==> src/tcw_pkg.sv <==
// ----------------------------------------------------------------------------
// tcw_pkg
// shared constants, payload types and helpers for the text console writer
// ----------------------------------------------------------------------------
`default_nettype none

package tcw_pkg;

  // screen geometry
  localparam int COLUMNS      = 80;
  localparam int ROWS         = 25;
  localparam int TAB_WIDTH    = 4;
  localparam int CELL_COUNT   = ROWS * COLUMNS;
  localparam int SCROLL_COUNT = (ROWS - 1) * COLUMNS;

  // field widths
  localparam int COL_W  = 7;
  localparam int ROW_W  = 5;
  localparam int ADDR_W = 11;
  localparam int CELL_W = 16;
  localparam int ATTR_W = 8;
  localparam int CHAR_W = 8;
  localparam int CMD_W  = 2;

  localparam logic [ATTR_W-1:0] ATTR_RESET = 8'd15;

  // command codes
  localparam logic [CMD_W-1:0] CMD_PUT   = 2'd0;
  localparam logic [CMD_W-1:0] CMD_CLEAR = 2'd1;
  localparam logic [CMD_W-1:0] CMD_READ  = 2'd2;

  // character codes
  localparam logic [CHAR_W-1:0] CH_BACKSPACE = 8'h08;
  localparam logic [CHAR_W-1:0] CH_TAB       = 8'h09;
  localparam logic [CHAR_W-1:0] CH_LF        = 8'h0A;
  localparam logic [CHAR_W-1:0] CH_CR        = 8'h0D;
  localparam logic [CHAR_W-1:0] CH_SPACE     = 8'h20;
  localparam logic [CHAR_W-1:0] CH_LAST      = 8'h7F;

  typedef struct packed {
    logic [CMD_W-1:0]  command;
    logic [CHAR_W-1:0] char_code;
    logic [ADDR_W-1:0] cell_index;
  } in_item_t;

  typedef struct packed {
    logic [COL_W-1:0]  cursor_col;
    logic [ROW_W-1:0]  cursor_line;
    logic [ADDR_W-1:0] cursor_location;
    logic [CELL_W-1:0] cell_value;
  } out_item_t;

  // one write request into the cell store
  typedef struct packed {
    logic              en;
    logic [ADDR_W-1:0] addr;
    logic [CELL_W-1:0] data;
  } mem_wr_t;

  // outcome of interpreting one put byte
  typedef struct packed {
    logic [COL_W-1:0] col;
    logic [ROW_W-1:0] row;
    logic             store;
    logic             scroll;
  } cur_upd_t;

  function automatic logic [CELL_W-1:0] blank_cell(input logic [ATTR_W-1:0] attr);
    return {attr, CH_SPACE};
  endfunction

endpackage

`default_nettype wire

==> src/tcw_cursor.sv <==
// ----------------------------------------------------------------------------
// tcw_cursor
// cursor update for one put byte: control codes, wrap and scroll detect
// ----------------------------------------------------------------------------
`default_nettype none

module tcw_cursor (
  input  wire logic [tcw_pkg::COL_W-1:0]  col,
  input  wire logic [tcw_pkg::ROW_W-1:0]  row,
  input  wire logic [tcw_pkg::CHAR_W-1:0] char_code,
  output tcw_pkg::cur_upd_t               upd
);
  import tcw_pkg::*;

  localparam logic [COL_W-1:0] TAB_MASK = ~COL_W'(TAB_WIDTH - 1);

  logic [COL_W-1:0] col_n;
  logic [ROW_W-1:0] row_n;
  logic             store;

  always_comb begin
    col_n = col;
    row_n = row;
    store = 1'b0;
    case (char_code)
      CH_BACKSPACE: begin
        if (col != '0) begin
          col_n = col - COL_W'(1);
        end
      end
      CH_TAB: begin
        col_n = (col & TAB_MASK) + COL_W'(TAB_WIDTH);
      end
      CH_CR: begin
        col_n = '0;
      end
      CH_LF: begin
        col_n = '0;
        row_n = row + ROW_W'(1);
      end
      default: begin
        if (char_code >= CH_SPACE && char_code <= CH_LAST) begin
          store = 1'b1;
          col_n = col + COL_W'(1);
        end
      end
    endcase

    // wrap past the last column
    if (col_n >= COL_W'(COLUMNS)) begin
      col_n = '0;
      row_n = row_n + ROW_W'(1);
    end

    upd.store  = store;
    upd.col    = col_n;
    upd.scroll = 1'b0;
    upd.row    = row_n;
    // past the last row: stay on it and scroll
    if (row_n >= ROW_W'(ROWS)) begin
      upd.scroll = 1'b1;
      upd.row    = ROW_W'(ROWS - 1);
    end
  end

endmodule

`default_nettype wire

==> config.mk <==
export PLATFORM = sky130hd
export DESIGN_NAME = tcw_cursor
export DESIGN_NICKNAME = d
export VERILOG_FILES = /design/src/tcw_pkg.sv /design/src/tcw_cursor.sv
export SDC_FILE = /design/constraint.sdc
export NUM_CORES = 1
export LEC_CHECK = 0
export ABC_AREA = 1
export BUFFER_PORTS_ARGS = -buffer_cell sky130_fd_sc_hd__buf_2
export CORE_UTILIZATION = 55
export DETAILED_ROUTE_END_ITERATION = 6
export PLACE_DENSITY = 0.88
export REMOVE_ABC_BUFFERS = 1
export SLEW_MARGIN = 20
export SYNTH_ARGS = -nofsm -noshare
export SYNTH_HDL_FRONTEND = slang
export SYNTH_SLANG_ARGS = --single-unit
export TNS_END_PERCENT = 1
==> constraint.sdc <==
create_clock -name vclk -period 2.5
set_clock_uncertainty 0.15 [all_clocks]
set_input_delay 0.25 -clock vclk [all_inputs]
set_output_delay 0.25 -clock vclk [all_outputs]
set_load 0.01 [all_outputs]
==> impl_metrics.json <==
{
  "end_kind": "primary output",
  "final_max_slew_viol_count": 0,
  "power_frac_comb_pct": 100.0,
  "fin_crit_sh_pct": 95.2,
  "drt-vias-per-instance": 4.97,
  "finalWirelength_um": 2610,
  "design_area_um2": 1380,
  "post_synth_inst_count": 197,
  "synth_cell_types": 29,
  "placed_cell_area_um2": 1340,
  "grt_max_degree": 10,
  "antenna_found_initial": 0,
  "rows": 15,
  "fmax_mhz": 420,
  "start_kind": "primary input",
  "grt-ovfl-total": 0,
  "grt_use_total_pct": 23.4,
  "period_minus_slack_ns": 2.38,
  "swShare_pct": 60.3,
  "grt_pass1_wl_um": 3940,
  "vdd_drop_max_mv": 0.123,
  "core_area_um2": 1820,
  "path_max_fanout": 7,
  "pwr-share-clk_pct": 0,
  "p_int_uw": 90.0,
  "p_seq_share_pct": 0,
  "ant_nets": 0,
  "power_switching_uw": 137,
  "diodes": 0,
  "finalNetCount": 262,
  "synth_top_area_share_pct": 18.7,
  "min_path_type": "in2out",
  "nClkBuffers": 0,
  "nFillCells": 165,
  "gp_congestion": 0.891,
  "rsz0062_at_grt": "false",
  "io_pins": 34,
  "setup_violations": 0,
  "status": "completed",
  "port_buffers": 34,
  "relSlewSlack_pct": 83.8,
  "grt_pass1_vias": 989,
  "drt_iter0_markers": 35,
  "drive_above_1_share_pct": 38.9,
  "layout_commonest_cell": "nand2_1",
  "fin_setup_tns_ns": 0,
  "p_leak_uw": 0.000741,
  "crit_type": "in2out",
  "routedWlPerCell_um": 10.1,
  "regArea_um2": 0,
  "vias": 1287,
  "fp.dieArea_um2": 2230,
  "required_ns": 2.10,
  "maxCapViolCount": 0,
  "drc": 0,
  "synth_warnings": 0,
  "die_h_um": 47.2,
  "dr.pass1.iters": 4,
  "hold_viol_final": 0,
  "power.density_nw_per_um2": 164,
  "syn_avg_cell_area_um2": 5.70,
  "start_util_pct": 61.7,
  "synth_area_leaders": "nand2_1 (19%), inv_1 (8.0%), nor2_4 (7.0%)",
  "cp.arrival_ns": 1.98,
  "synth_area_um2": 1120,
  "mostFrequentLayoutCells": "nand2_1 (54), buf_2 (32), inv_1 (23), nor2_1 (15), nand3_1 (14)",
  "tightest_slew_ns": 0.242,
  "synthToLayoutAreaGrowth_pct": 23.1,
  "yosysSeqAreaShare_pct": 0,
  "seq_cells": 0,
  "holdBufCountCts": 0,
  "die_x_um": 47.2,
  "dp_hpwl_um": 2190,
  "synth_top_area_cell": "nand2_1"
}
[metal layers]
metal	global-route usage, %	share of wire, %
met1	34.2	48
met2	40.8	47
met3	0	4.6
met4	0	0
met5	0	0
[timing repair]
action | in CTS | in global routing
resized for setup | 0 | 13
endpoints found under the setup margin | 0 | 5
buffers inserted | 0 | 1
[cell usage after synthesis, drive strengths merged]
cell / number
a31oi: 3
nand2: 70
inv: 28
nor3: 2
o22ai: 1
nand3: 17
xnor2: 2
clkinv: 1
o21ai: 6
xor2: 7
a21oi: 6
or2: 1
buf: 3
ha: 6
nand4: 4
and2: 1
nor2: 35
nand3b: 4
[kinds of logic (layout without fill, tap and decap cells)]
| kind of cell | count (synthesis) | in the layout | share of synthesized area, % |
|---|---|---|---|
| AO/OA/AOI/OAI | 16 | 16 | 7.57 |
| XOR/XNOR | 9 | 9 | 8.35 |
| adder cells (fa/ha/maj) | 6 | 6 | 6.68 |
| buffers and inverters | 32 | 69 | 12.2 |
| AND/OR/NAND/NOR | 134 | 134 | 65.1 |
[power groups by stage]
stage | Combinational [uW] | Sequential [uW] | Clock (uW)
2_1_floorplan | 140 | 0 | 0
3_3_place_gp | 214 | 0 | 0
3_5_place_dp | 217 | 0 | 0
4_1_cts | 218 | 0 | 0
5_1_grt | 252 | 0 | 0
6_report | 227 | 0 | 0
[worst paths after layout]
path / from / to / cells after the start
setup / recovery: col[3] / upd[4] / 16
hold / removal: col[0] / upd[7] / 4
[layout make-up]
cell class                      count  area, um^2  area share, %
Tap cell                           25        31.3           2.26
Multi-Input combinational cell    165        1020           73.8
Inverter                           29         111           8.05
Timing Repair Buffer               40         220           15.9
[worst max-delay path: stages]
cell,delay [ns]
clkbuf_4,0.15
inv_1,0.09
ha_1,0.16
nand2_2,0.07
inv_2,0.09
nand3_4,0.08
nand2_2,0.12
nor2_2,0.06
nor2_2,0.14
nand3_4,0.13
nand2_4,0.12
nand2_1,0.06
nand2_1,0.10
nand3_2,0.09
a21oi_1,0.13
buf_2,0.14
[stage by stage]
| step | total power (uW) | utilization (%) | cells | setup slack, ns | hold WS (ns) |
|---|---|---|---|---|---|
| after CTS | 218 | 73.4 | 258 | 0.0437 | 0.724 |
| after global placement | 214 | 73.4 | 258 | 0.0961 | 0.717 |
| after floorplan | 140 | - | 194 | 0.337 | 0.391 |
| after detailed placement | 217 | 73.4 | 258 | 0.0414 | 0.724 |
| final | 227 | 75.9 | 259 | 0.121 | 0.726 |
| after global routing | 252 | 75.9 | 259 | 0.00450 | 0.745 |
No activity file was read; power rests on OpenSTA's default activity.
